===== src/design/sobm_pkg.sv =====
// Shared types, constants and arithmetic helpers for the Sobel edge magnitude block.
`default_nettype none

package sobm_pkg;

    // Frame size limits and derived counter widths.
    localparam int unsigned MAX_WIDTH  = 2048;
    localparam int unsigned MAX_HEIGHT = 2048;
    localparam int unsigned COL_W      = $clog2(MAX_WIDTH);
    localparam int unsigned ROW_W      = $clog2(MAX_HEIGHT);
    localparam int unsigned MIN_DIM    = 3;
    localparam int unsigned FIRST_INNER = 2;

    // Configuration port.
    localparam int unsigned DIM_W    = 12;
    localparam int unsigned CFG_DW   = 12;
    localparam int unsigned CFG_AW   = 2;
    localparam logic [CFG_AW-1:0] CFG_IMG_WIDTH  = 2'd0;
    localparam logic [CFG_AW-1:0] CFG_IMG_HEIGHT = 2'd1;
    localparam logic [CFG_AW-1:0] CFG_COLOR_MODE = 2'd2;
    localparam logic [DIM_W-1:0]  RST_IMG_WIDTH  = 12'd640;
    localparam logic [DIM_W-1:0]  RST_IMG_HEIGHT = 12'd480;

    // Compare width covers the larger counter plus one carry bit and the register width.
    localparam int unsigned MAX_CW = (COL_W > ROW_W) ? COL_W : ROW_W;
    localparam int unsigned CMP_W  = ((MAX_CW > DIM_W) ? MAX_CW : DIM_W) + 1;

    // Output coordinates have a fixed width.
    localparam int unsigned COORD_W = 11;

    // Gray conversion: sum = 299 R + 587 G + 114 B, gray = floor(sum / 1000).
    localparam int unsigned GRAY_WR    = 299;
    localparam int unsigned GRAY_WG    = 587;
    localparam int unsigned GRAY_WB    = 114;
    localparam int unsigned SUM_W      = 18;
    localparam int unsigned GRAY_SHIFT = 28;
    localparam int unsigned RECIP_W    = 19;
    localparam logic [RECIP_W-1:0] GRAY_RECIP = 19'd268436;

    // Queue between the front and the back.
    localparam int unsigned Q_DEPTH = 4;
    localparam int unsigned Q_AW    = $clog2(Q_DEPTH);

    // Magnitude arithmetic.
    localparam int unsigned GRAD_W = 11;
    localparam int unsigned SQ_W   = 21;
    localparam int unsigned RAD_W  = 16;
    localparam int unsigned RES_W  = 17;
    localparam int unsigned ROOT_STEPS = 4;
    localparam int unsigned ROOT_TOP_HI = 14;
    localparam int unsigned ROOT_TOP_LO = 6;
    localparam logic [7:0]  MAG_SAT = 8'hFF;

    typedef logic [7:0] t_px;

    // Neighborhood of one interior center (center pixel is not needed) and its position.
    typedef struct packed {
        t_px p00;
        t_px p01;
        t_px p02;
        t_px p10;
        t_px p12;
        t_px p20;
        t_px p21;
        t_px p22;
        logic [COORD_W-1:0] row;
        logic [COORD_W-1:0] col;
        logic               last;
    } t_q_item;

    typedef struct packed {
        logic [RAD_W-1:0] rem;
        logic [RES_W-1:0] res;
    } t_root_st;

    function automatic logic [CMP_W-1:0] clamp_dim(input logic [DIM_W-1:0] v,
                                                   input int unsigned hi);
        if (32'(v) < MIN_DIM) begin
            return CMP_W'(MIN_DIM);
        end
        if (32'(v) > hi) begin
            return CMP_W'(hi);
        end
        return CMP_W'(v);
    endfunction

    // Division by 1000 as a reciprocal multiply; exact for every sum below 255001.
    function automatic t_px gray_of(input logic [SUM_W-1:0] sum);
        logic [SUM_W+RECIP_W-1:0] prod;
        prod = (SUM_W+RECIP_W)'(sum) * (SUM_W+RECIP_W)'(GRAY_RECIP);
        return prod[GRAY_SHIFT+7:GRAY_SHIFT];
    endfunction

    // A few steps of the bit-pair square root, starting at bit position top.
    function automatic t_root_st root_steps(input t_root_st s, input int unsigned top);
        t_root_st         t;
        logic [RES_W-1:0] bitv;
        logic [RES_W-1:0] trial;
        t = s;
        for (int k = 0; k < ROOT_STEPS; k++) begin
            bitv  = RES_W'(1) << (top - 2 * k);
            trial = t.res + bitv;
            if (RES_W'(t.rem) >= trial) begin
                t.rem = RAD_W'(RES_W'(t.rem) - trial);
                t.res = (t.res >> 1) + bitv;
            end else begin
                t.res = t.res >> 1;
            end
        end
        return t;
    endfunction

endpackage

`default_nettype wire


===== src/design/sobm_queue.sv =====
// Short queue that decouples the pixel front from the magnitude back.
`default_nettype none

module sobm_queue import sobm_pkg::*; (
    input  wire logic    i_clk,
    input  wire logic    i_rst_n,
    input  wire logic    i_push,
    input  wire t_q_item i_item,
    output logic         o_full,
    input  wire logic    i_pop,
    output logic         o_valid,
    output t_q_item      o_item
);

    t_q_item           r_mem [Q_DEPTH];
    logic [Q_AW-1:0]   r_wr;
    logic [Q_AW-1:0]   r_rd;
    logic [Q_AW:0]     r_count;

    assign o_full  = (r_count == (Q_AW+1)'(Q_DEPTH));
    assign o_valid = (r_count != '0);
    assign o_item  = r_mem[r_rd];

    always_ff @(posedge i_clk) begin
        if (i_push) begin
            r_mem[r_wr] <= i_item;
        end
    end

    always_ff @(posedge i_clk) begin
        if (!i_rst_n) begin
            r_wr    <= '0;
            r_rd    <= '0;
            r_count <= '0;
        end else begin
            if (i_push) begin
                r_wr <= r_wr + 1'b1;
            end
            if (i_pop) begin
                r_rd <= r_rd + 1'b1;
            end
            case ({i_push, i_pop})
                2'b10:   r_count <= r_count + 1'b1;
                2'b01:   r_count <= r_count - 1'b1;
                default: r_count <= r_count;
            endcase
        end
    end

    a_count_bound: assert property (@(posedge i_clk) disable iff (!i_rst_n)
        r_count <= (Q_AW+1)'(Q_DEPTH))
        else $error("queue count above depth");

    a_no_overflow: assert property (@(posedge i_clk) disable iff (!i_rst_n)
        i_push |-> !o_full)
        else $error("push into a full queue");

    a_no_underflow: assert property (@(posedge i_clk) disable iff (!i_rst_n)
        i_pop |-> o_valid)
        else $error("pop from an empty queue");

    a_count_step: assert property (@(posedge i_clk) disable iff (!i_rst_n)
        (i_push && !i_pop) |=> (r_count == $past(r_count) + 1'b1))
        else $error("queue count did not follow a push");

endmodule

`default_nettype wire


===== config.mk =====
export PLATFORM = sky130hd
export DESIGN_NAME = sobm_queue
export DESIGN_NICKNAME = d
export VERILOG_FILES = /design/src/design/sobm_pkg.sv /design/src/design/sobm_queue.sv
export SDC_FILE = /design/constraint.sdc
export NUM_CORES = 1
export LEC_CHECK = 0
export ABC_AREA = 1
export BUFFER_PORTS_ARGS = -buffer_cell sky130_fd_sc_hd__buf_2
export CORE_UTILIZATION = 37
export CTS_CLUSTER_SIZE = 28
export DETAILED_ROUTE_END_ITERATION = 10
export PLACE_DENSITY_LB_ADDON = 0.05
export SLEW_MARGIN = 30
export SYNTH_ARGS = -nofsm -noshare
export SYNTH_HDL_FRONTEND = slang
export SYNTH_SLANG_ARGS = --single-unit

===== constraint.sdc =====
create_clock -name i_clk -period 5.27 [get_ports i_clk]
set_clock_uncertainty 0.05 [all_clocks]
set_input_delay 1.3175 -clock i_clk [delete_from_list [all_inputs] [get_ports i_clk]]
set_output_delay 1.3175 -clock i_clk [all_outputs]
set_load 0.01 [all_outputs]

==> metrics.txt <==
CP Launch Type=flip-flop; Placed Cells incl. Taps=1494; PortBufs=179; ys async rst share=0; Die ar.=36800 µm²; Sink Count=357; P_leak=5.47 nW; leading area contributor after synthesis=edfxtp_1; CTS Root Cell=clkbuf_16; pwr/cell area=401 nW/µm²; via/cell ratio=4.90; final wirelength=29.8 mm; drt drc=0; DR vias=7661; core area=35600 µm²; max_slew headroom=0.396; drt first pass iters=5; Max VDD drop=0.218 mV; post-layout min period=3.89 ns; Yosys reg bits=357; pin count of the biggest net entering global routing=92; most frequent cells after synthesis=edfxtp_1, nor2_1, o21ai_0; routed len/inst=19.1 µm; top_reg_cell synth=edfxtp_1; max cap viols=0; first-pass GRT wire length=44.3 mm; Post-CTS Setup Inserts=0; Yosys top cell area share=0.783; cts bufs inserted=40; Area after DPL=14600 µm²; CTS tree=yes; row cnt=69; htree depth=2; vias in the first global route=7590; initial antenna violation count=2; Bufs on Longest Clock Path=3; Die Width=192 µm; Initial DRC Count=359; fraction of final layout cells with drive strength greater than 1=0.227; GRT Total Usage=0.160; Initial Utilization=0.375; Final TNS setup=0 ns; mapped cell area=13300 µm²; Critical Path RT=3.90 ns; outcome=complete, no violations; final-stage net count=1172; Overflow after GRT=0; Netlist cell types=21; CP Max Fanout=91; number of synthesized flops with an enable pin=348; top-count cell post-synth=edfxtp_1; Setup crit end kind=primary output; arrival time worst endpoint=2.52 ns; slew at the pin with the worst max-slew slack=0.906 ns; Max Clock Freq=257 MHz; Post-CTS Hold Fix Bufs=0; pre-CTS setup slack=1.90 ns; Final Setup Violations=0; final worst slack=1.38 ns; Post-Layout Inst Area=15800 µm²; register area share after synthesis=0.796; Final Hold Violating Endpoints=0; hold crit path type=reg -> reg; synth warn=0; hpwl dp=15.8 mm; Non-Filler Instances=1564; Post-CTS Resized=0; Post-Syn Instances=898; syn_nets=995; IO Pins=180; critical path class=reg -> out; Final ANT Viol Nets=0; Synth-to-Final Area Change=18.1%; Synth area leaders=edfxtp_1, nor2_1, o22ai_1; clk slew on worst S/H paths=0.06 ns; Clk Latency, worst-skew pair=0.51 ns; part of the cycle the worst path needs=0.738; routability cong.=0.673; post-layout util=0.443; Final Max Slew Viols=0; Die Ht=192 µm; RSZ-0062 raised after global routing=no; Avg Inst Size Synth=14.9 µm²
[through the flow]
step,power [mW],hold slack [ns]
2_1_floorplan,3.66,0.362
3_3_place_gp,3.91,0.393
3_5_place_dp,3.91,0.378
4_1_cts,6.42,0.392
5_1_grt,6.57,0.410
6_report,6.33,0.388
[path summary, 6_finish.rpt]
check | start | endpoint | slack, ns | depth (start not counted)
worst min register to register | r_rd[1] | flip-flop | 0.39 | 1
worst min-delay path | r_rd[1] | flip-flop | 0.39 | 1
worst max register to register | r_wr[1] | r_mem[3][5] | 3.16 | 4
worst max-delay path | flip-flop | o_item[79] | 1.38 | 5
[sequential cells by signal, summed over array words and instances, names as in the netlist, named ones only]
register	count
r_rd	2
r_mem	348
r_count	3
r_wr	2
[cell families after synthesis]
group | Yosys count | synth area share
simple gates | 190 | 0.0539
flops | 357 | 0.796
fa+ha+maj | 6 | 0.00619
compound gates | 272 | 0.110
buf+inv | 73 | 0.0334
[where the power goes]
part	internal, mW	switching, mW
registers	3.25	0.0268
logic	0.180	0.377
clock network	1.46	1.04
total	4.89	1.44
[per-layer routing]
| metal | track usage | wire length [µm] | vias up |
|---|---|---|---|
| met1 | 0.200 | 13000 | 3700 |
| met5 | 0 | 8 | - |
| met4 | 0.0467 | 617 | 2 |
| met3 | 0.0413 | 1830 | 47 |
| met2 | 0.271 | 14400 | 167 |
| li1 | - | - | 3745 |
[cell type report]
type	count	area, µm²
diodes	1	2.50
multi-input cells	468	2270
inverters	17	86.3
well taps	461	577
repair buffers	191	1020
clock inverters	13	61.3
fillers	3253	19800
flip-flops and latches	357	10600
clock buffers	56	1110
[layout by cell type (no fill, tap or decap)]
cell | synthesis | final
diode_2 | 0 | 1
fa_1 | 1 | 1
clkbuf_1 | 14 | 12
clkbuf_16 | 0 | 41
clkinv_1 | 0 | 6
o21ai_0 | 98 | 98
o21ai_1 | 82 | 82
nand4_1 | 1 | 1
edfxtp_1 | 348 | 348
buf_12 | 0 | 3
inv_2 | 1 | 1
dfxtp_1 | 9 | 7
inv_1 | 15 | 11
ha_1 | 5 | 5
nand3_1 | 2 | 2
nand2_1 | 9 | 9
inv_6 | 0 | 4
clkinv_4 | 0 | 1
nor3_1 | 1 | 1
buf_2 | 9 | 179
a21oi_1 | 5 | 5
clkinv_2 | 0 | 6
nor2_1 | 177 | 177
inv_4 | 1 | 1
dfxtp_4 | 0 | 1
clkbuf_8 | 0 | 3
dfxtp_2 | 0 | 1
buf_4 | 14 | 9
o22ai_1 | 87 | 87
[worst max-delay path: stages (launching register included)]
cell and delay, ns:
dfxtp_4 0.42, inv_6 0.49, buf_4 0.51, o21ai_0 0.15, o22ai_1 0.12, buf_2 0.18
Power figures use the tool's default switching activity.
