**config.mk**
```make
export PLATFORM = sky130hd
export DESIGN_NAME = sobm_back
export DESIGN_NICKNAME = d
export VERILOG_FILES = /design/src/design/sobm_pkg.sv /design/src/design/sobm_back.sv
export SDC_FILE = /design/constraint.sdc
export NUM_CORES = 1
export LEC_CHECK = 0
export ABC_AREA = 1
export BUFFER_PORTS_ARGS = -buffer_cell sky130_fd_sc_hd__buf_2
export CORE_ASPECT_RATIO = 0.7
export CORE_UTILIZATION = 57
export DETAILED_ROUTE_END_ITERATION = 10
export GPL_TIMING_DRIVEN = 0
export PLACE_DENSITY_LB_ADDON = 0.15
export SETUP_SLACK_MARGIN = 0.15
export SYNTH_ARGS = -nofsm -noshare
export SYNTH_HDL_FRONTEND = slang
export SYNTH_SLANG_ARGS = --single-unit
```
**constraint.sdc**
```tcl
create_clock -name i_clk -period 6.5 [get_ports i_clk]
set_input_delay 0.325 -clock i_clk [delete_from_list [all_inputs] [get_ports i_clk]]
set_output_delay 0.325 -clock i_clk [all_outputs]
set_load 0.01 [all_outputs]
```
**src/design/sobm_pkg.sv**
```systemverilog
// Shared types, constants and arithmetic helpers for the Sobel edge magnitude block.
`default_nettype none

package sobm_pkg;

    // Frame size limits and derived counter widths.
    localparam int unsigned MAX_WIDTH  = 2048;
    localparam int unsigned MAX_HEIGHT = 2048;
    localparam int unsigned COL_W      = $clog2(MAX_WIDTH);
    localparam int unsigned ROW_W      = $clog2(MAX_HEIGHT);
    localparam int unsigned MIN_DIM    = 3;
    localparam int unsigned FIRST_INNER = 2;

    // Configuration port.
    localparam int unsigned DIM_W    = 12;
    localparam int unsigned CFG_DW   = 12;
    localparam int unsigned CFG_AW   = 2;
    localparam logic [CFG_AW-1:0] CFG_IMG_WIDTH  = 2'd0;
    localparam logic [CFG_AW-1:0] CFG_IMG_HEIGHT = 2'd1;
    localparam logic [CFG_AW-1:0] CFG_COLOR_MODE = 2'd2;
    localparam logic [DIM_W-1:0]  RST_IMG_WIDTH  = 12'd640;
    localparam logic [DIM_W-1:0]  RST_IMG_HEIGHT = 12'd480;

    // Compare width covers the larger counter plus one carry bit and the register width.
    localparam int unsigned MAX_CW = (COL_W > ROW_W) ? COL_W : ROW_W;
    localparam int unsigned CMP_W  = ((MAX_CW > DIM_W) ? MAX_CW : DIM_W) + 1;

    // Output coordinates have a fixed width.
    localparam int unsigned COORD_W = 11;

    // Gray conversion: sum = 299 R + 587 G + 114 B, gray = floor(sum / 1000).
    localparam int unsigned GRAY_WR    = 299;
    localparam int unsigned GRAY_WG    = 587;
    localparam int unsigned GRAY_WB    = 114;
    localparam int unsigned SUM_W      = 18;
    localparam int unsigned GRAY_SHIFT = 28;
    localparam int unsigned RECIP_W    = 19;
    localparam logic [RECIP_W-1:0] GRAY_RECIP = 19'd268436;

    // Queue between the front and the back.
    localparam int unsigned Q_DEPTH = 4;
    localparam int unsigned Q_AW    = $clog2(Q_DEPTH);

    // Magnitude arithmetic.
    localparam int unsigned GRAD_W = 11;
    localparam int unsigned SQ_W   = 21;
    localparam int unsigned RAD_W  = 16;
    localparam int unsigned RES_W  = 17;
    localparam int unsigned ROOT_STEPS = 4;
    localparam int unsigned ROOT_TOP_HI = 14;
    localparam int unsigned ROOT_TOP_LO = 6;
    localparam logic [7:0]  MAG_SAT = 8'hFF;

    typedef logic [7:0] t_px;

    // Neighborhood of one interior center (center pixel is not needed) and its position.
    typedef struct packed {
        t_px p00;
        t_px p01;
        t_px p02;
        t_px p10;
        t_px p12;
        t_px p20;
        t_px p21;
        t_px p22;
        logic [COORD_W-1:0] row;
        logic [COORD_W-1:0] col;
        logic               last;
    } t_q_item;

    typedef struct packed {
        logic [RAD_W-1:0] rem;
        logic [RES_W-1:0] res;
    } t_root_st;

    function automatic logic [CMP_W-1:0] clamp_dim(input logic [DIM_W-1:0] v,
                                                   input int unsigned hi);
        if (32'(v) < MIN_DIM) begin
            return CMP_W'(MIN_DIM);
        end
        if (32'(v) > hi) begin
            return CMP_W'(hi);
        end
        return CMP_W'(v);
    endfunction

    // Division by 1000 as a reciprocal multiply; exact for every sum below 255001.
    function automatic t_px gray_of(input logic [SUM_W-1:0] sum);
        logic [SUM_W+RECIP_W-1:0] prod;
        prod = (SUM_W+RECIP_W)'(sum) * (SUM_W+RECIP_W)'(GRAY_RECIP);
        return prod[GRAY_SHIFT+7:GRAY_SHIFT];
    endfunction

    // A few steps of the bit-pair square root, starting at bit position top.
    function automatic t_root_st root_steps(input t_root_st s, input int unsigned top);
        t_root_st         t;
        logic [RES_W-1:0] bitv;
        logic [RES_W-1:0] trial;
        t = s;
        for (int k = 0; k < ROOT_STEPS; k++) begin
            bitv  = RES_W'(1) << (top - 2 * k);
            trial = t.res + bitv;
            if (RES_W'(t.rem) >= trial) begin
                t.rem = RAD_W'(RES_W'(t.rem) - trial);
                t.res = (t.res >> 1) + bitv;
            end else begin
                t.res = t.res >> 1;
            end
        end
        return t;
    endfunction

endpackage

`default_nettype wire

```
**src/design/sobm_back.sv**
```systemverilog
// Magnitude back: Sobel sums, squared norm, pipelined square root and output register.
`default_nettype none

module sobm_back import sobm_pkg::*; (
    input  wire logic         i_clk,
    input  wire logic         i_rst_n,
    input  wire logic         i_valid,
    output logic              o_pop,
    input  wire t_q_item      i_item,
    output logic              o_valid,
    input  wire logic         i_ready,
    output logic [COORD_W-1:0] o_row,
    output logic [COORD_W-1:0] o_col,
    output t_px               o_mag,
    output logic              o_last
);

    logic r_v1, r_v2, r_v3, r_v4;
    logic rdy1, rdy2, rdy3, rdy4;

    logic [COORD_W-1:0] r_row1, r_row2, r_row3, r_row4;
    logic [COORD_W-1:0] r_col1, r_col2, r_col3, r_col4;
    logic               r_last1, r_last2, r_last3, r_last4;

    logic signed [GRAD_W-1:0] r_gx, r_gy;
    logic [SQ_W-1:0]          r_sq;
    logic                     r_sat3;
    t_root_st                 r_root3;
    t_px                      r_mag4;

    logic [GRAD_W-2:0]          gx_pos, gx_neg, gy_pos, gy_neg;
    logic signed [2*GRAD_W-1:0] gx2, gy2;
    t_root_st                   root_in, root_hi, root_lo;

    assign rdy4  = !r_v4 || i_ready;
    assign rdy3  = !r_v3 || rdy4;
    assign rdy2  = !r_v2 || rdy3;
    assign rdy1  = !r_v1 || rdy2;
    assign o_pop = i_valid && rdy1;

    always_ff @(posedge i_clk) begin
        if (!i_rst_n) begin
            r_v1 <= 1'b0;
            r_v2 <= 1'b0;
            r_v3 <= 1'b0;
            r_v4 <= 1'b0;
        end else begin
            if (rdy1) r_v1 <= i_valid;
            if (rdy2) r_v2 <= r_v1;
            if (rdy3) r_v3 <= r_v2;
            if (rdy4) r_v4 <= r_v3;
        end
    end

    always_comb begin
        gx_pos = (GRAD_W-1)'(i_item.p02) + (GRAD_W-1)'({i_item.p12, 1'b0})
               + (GRAD_W-1)'(i_item.p22);
        gx_neg = (GRAD_W-1)'(i_item.p00) + (GRAD_W-1)'({i_item.p10, 1'b0})
               + (GRAD_W-1)'(i_item.p20);
        gy_pos = (GRAD_W-1)'(i_item.p20) + (GRAD_W-1)'({i_item.p21, 1'b0})
               + (GRAD_W-1)'(i_item.p22);
        gy_neg = (GRAD_W-1)'(i_item.p00) + (GRAD_W-1)'({i_item.p01, 1'b0})
               + (GRAD_W-1)'(i_item.p02);
    end

    always_ff @(posedge i_clk) begin
        if (rdy1) begin
            r_gx    <= $signed({1'b0, gx_pos}) - $signed({1'b0, gx_neg});
            r_gy    <= $signed({1'b0, gy_pos}) - $signed({1'b0, gy_neg});
            r_row1  <= i_item.row;
            r_col1  <= i_item.col;
            r_last1 <= i_item.last;
        end
    end

    assign gx2 = r_gx * r_gx;
    assign gy2 = r_gy * r_gy;

    always_ff @(posedge i_clk) begin
        if (rdy2) begin
            r_sq    <= SQ_W'(gx2[SQ_W-2:0]) + SQ_W'(gy2[SQ_W-2:0]);
            r_row2  <= r_row1;
            r_col2  <= r_col1;
            r_last2 <= r_last1;
        end
    end

    // A squared norm of 65536 or more has a root of at least 256 and saturates.
    always_comb begin
        root_in.rem = r_sq[RAD_W-1:0];
        root_in.res = '0;
        root_hi     = root_steps(root_in, ROOT_TOP_HI);
        root_lo     = root_steps(r_root3, ROOT_TOP_LO);
    end

    always_ff @(posedge i_clk) begin
        if (rdy3) begin
            r_root3 <= root_hi;
            r_sat3  <= (r_sq[SQ_W-1:RAD_W] != '0);
            r_row3  <= r_row2;
            r_col3  <= r_col2;
            r_last3 <= r_last2;
        end
    end

    always_ff @(posedge i_clk) begin
        if (rdy4) begin
            r_mag4  <= r_sat3 ? MAG_SAT : root_lo.res[7:0];
            r_row4  <= r_row3;
            r_col4  <= r_col3;
            r_last4 <= r_last3;
        end
    end

    assign o_valid = r_v4;
    assign o_row   = r_row4;
    assign o_col   = r_col4;
    assign o_mag   = r_mag4;
    assign o_last  = r_last4;

endmodule

`default_nettype wire

```
==> results_dict.tcl <==
set metrics [dict create \
    synth-edff-count 164 \
    grt_antenna_before_repair 0 \
    start_util 0.583 \
    grt-ovfl-total 0 \
    fin_nets 2630 \
    end_kind "register" \
    drt_pass1_iterations 7 \
    nFillCells 2429 \
    final_max_slew_viol_count 0 \
    synthCells 1899 \
    ys_seq_area_frac 0.274 \
    cp_slowest_cell "fa_1" \
    period_needed_ns 6.34 \
    cts_buffer_depth 2 \
    worstMarginPinSlew_ns 0.797 \
    numPortBuffers 123 \
    path_clk_slew_ns 0.07 \
    dieArea_um2 32800 \
    whs_path_depth 1 \
    max_cap_viol_count 0 \
    crit_top_cell "fa_1" \
    grt_max_degree 36 \
    viasPerCell 5.07 \
    synthToLayoutAreaGrowth_pct 17.3 \
    max_freq_mhz 158 \
    drt_iter0_drc 675 \
    die_h_um 152 \
    r2r-start "r_gx[2]" \
    skew_ns 0.00919 \
    grt_pass1_wl_um 66300 \
    grt_setup_unrepaired "yes" \
    ys.flop_type "edfxtp_1" \
    root_buffer "clkbuf_16" \
    wirelength_um 39900 \
    ys_top_cells_by_area "fa_1 (28%), edfxtp_1 (27%), ha_1 (11%)" \
    final.period_utilization 0.976 \
    layout.cells.most_common "inv_1" \
    r2r.worst_path.cells 29 \
    hp-start "i_item[21]" \
    fin_cells 2552 \
    ys_warn_count 0 \
    route.detailed.drc 0 \
    syn_area_per_cell_um2 9.62 \
    slew_headroom 0.468 \
    r2r_slack_ns 0.16 \
    ys_types 46 \
    syn_area_um2 18300 \
    critPathArrivalTime_ns 6.55 \
    htree_levels 4 \
    die_w_um 216 \
    rows 54 \
    ios 124 \
    final_cell_mix "inv_1 (470), nand2_1 (290), fa_1 (248)" \
    coreArea_um2 31400 \
    hp-class "in -> reg" \
    synth_top_cell_area_share 0.278 \
    ant_nets 0 \
    cts_tree "yes" \
    clk_latency_ns 0.45 \
    grtUsageTotal 0.256 \
    outcome "finished clean" \
    crit_type "reg -> reg" \
    drive_gt1_frac 0.198 \
    start_kind "register" \
    post-dp-hpwl_um 31100 \
    synth_async_sr_flop_share 0 \
    cts_buffers 17 \
    reg2reg_to "r_sq[20]" \
    cts_sinks 168 \
    syn_nets 2410 \
    min_to "r_row1[9]" \
    dp.cells 2445 \
    cpPeakStageDelay_ns 0.58 \
    synth_seq_cells 168 \
    synth_top_area_cell "fa_1" \
    grt_pass1_vias 13528 \
    crit_required_ns 6.70 \
    gp_congestion 0.881 \
    vias 12945 \
    diodes 0 \
    finalHoldViolCount 0 \
    setup_viol 0 \
    cp_max_fo 4 \
    wl_per_cell_um 15.6 \
]
-- worst max-delay path, delay by kind of cell (launching register included) --
| kind | cells | cell delay (ns) |
|---|---|---|
| adder cells (fa/ha/maj) | 7 | 3.05 |
| XOR/XNOR | 1 | 0.16 |
| AO/OA/AOI/OAI | 11 | 1.40 |
| flip-flops | 1 | 0.51 |
| buffers and inverters | 5 | 0.52 |
| AND/OR/NAND/NOR | 5 | 0.46 |
-- worst max-delay path by stage --
stage | startpoint | endpoint | slack [ns] | cells after the start
floorplan | r_gx[10] | r_sq[20] | 0.29 | 28
global route | r_gx[1] | r_sq[19] | -0.14 | 33
detailed placement | r_root3[10] | o_mag[0] | -1.05 | 39
CTS | r_gy[3] | r_sq[19] | 0.15 | 31
finish | r_gx[2] | r_sq[20] | 0.16 | 29
global placement | r_root3[10] | o_mag[0] | -1.03 | 39
-- metrics by stage --
| stage | area (µm²) | setup slack (ns) | setup TNS (ns) | hold WS, ns | utilization |
|---|---|---|---|---|---|
| finish | 21400 | 0.157 | 0 | 0.0415 | 0.684 |
| global route | 21400 | -0.138 | -0.321 | 0.0261 | 0.684 |
| CTS | 20800 | 0.151 | 0 | 0.0269 | 0.663 |
| detailed placement | 19500 | -1.05 | -3.50 | 0.405 | 0.621 |
| global placement | 19400 | -1.03 | -3.29 | 0.400 | 0.619 |
| floorplan | 18300 | 0.295 | 0 | 0.400 | - |
-- kinds of logic after synthesis --
family,count (synthesis),synth area share
buf+inv,525,0.109
simple gates,510,0.122
fa+ha+maj,420,0.392
flops,168,0.274
compound gates,167,0.0506
xor+xnor,108,0.0522
mux,1,0.000548
-- what timing repair did --
| action | 4_1_cts | 5_1_grt |
|---|---|---|
| cloned | 0 | 1 |
| pin swaps | 44 | 69 |
| hold buffers | 0 | 0 |
| endpoints found under the hold margin | 0 | 0 |
| setup endpoints to repair | 8 | 6 |
| buffers inserted | 48 | 26 |
| gates resized for setup | 112 | 110 |
-- Yosys cell counts, drive strengths merged (18+ instances only) --
| library cell | count |
|---|---|
| ha | 166 |
| xor2 | 75 |
| o21ai | 48 |
| inv | 499 |
| clkbuf | 22 |
| fa | 254 |
| a21oi | 85 |
| nand3 | 53 |
| edfxtp | 164 |
| xnor2 | 33 |
| nand4 | 18 |
| nor2 | 99 |
| nand2 | 317 |
-- registers in the layout, summed over array words and instances (netlist names) --
signal,cells
r_row3,11
r_gx,11
r_v1,1
r_row2,11
o_mag,8
r_sat3,1
r_v3,1
o_col,11
o_last,1
r_col2,11
r_gy,11
r_sq,21
r_last3,1
o_row,11
r_row1,11
r_col1,11
r_last1,1
r_col3,11
r_v2,1
r_last2,1
r_root3,20
o_valid,1
-- layer usage --
layer	GRT usage	part of all wire	vias to the layer above
li1	-	-	6268
met4	0.0587	0.012	0
met2	0.416	0.48	312
met1	0.362	0.46	6330
met5	0	0	-
met3	0.0460	0.050	35
-- final cells by class --
cell class | instances | area, µm² | share of cell area
Multi-Input combinational cell | 1206 | 11900 | 0.556
Sequential cell | 168 | 5000 | 0.234
Inverter | 500 | 1890 | 0.0883
Timing Repair Buffer | 201 | 1250 | 0.0584
Tap cell | 420 | 526 | 0.0245
Clock buffer | 17 | 425 | 0.0199
Buffer | 25 | 263 | 0.0123
Clock inverter | 15 | 153 | 0.00712
Power is left out: the tool's default activity adds up to more than one toggle a clock period on the data nets, which glitch-free logic cannot reach.
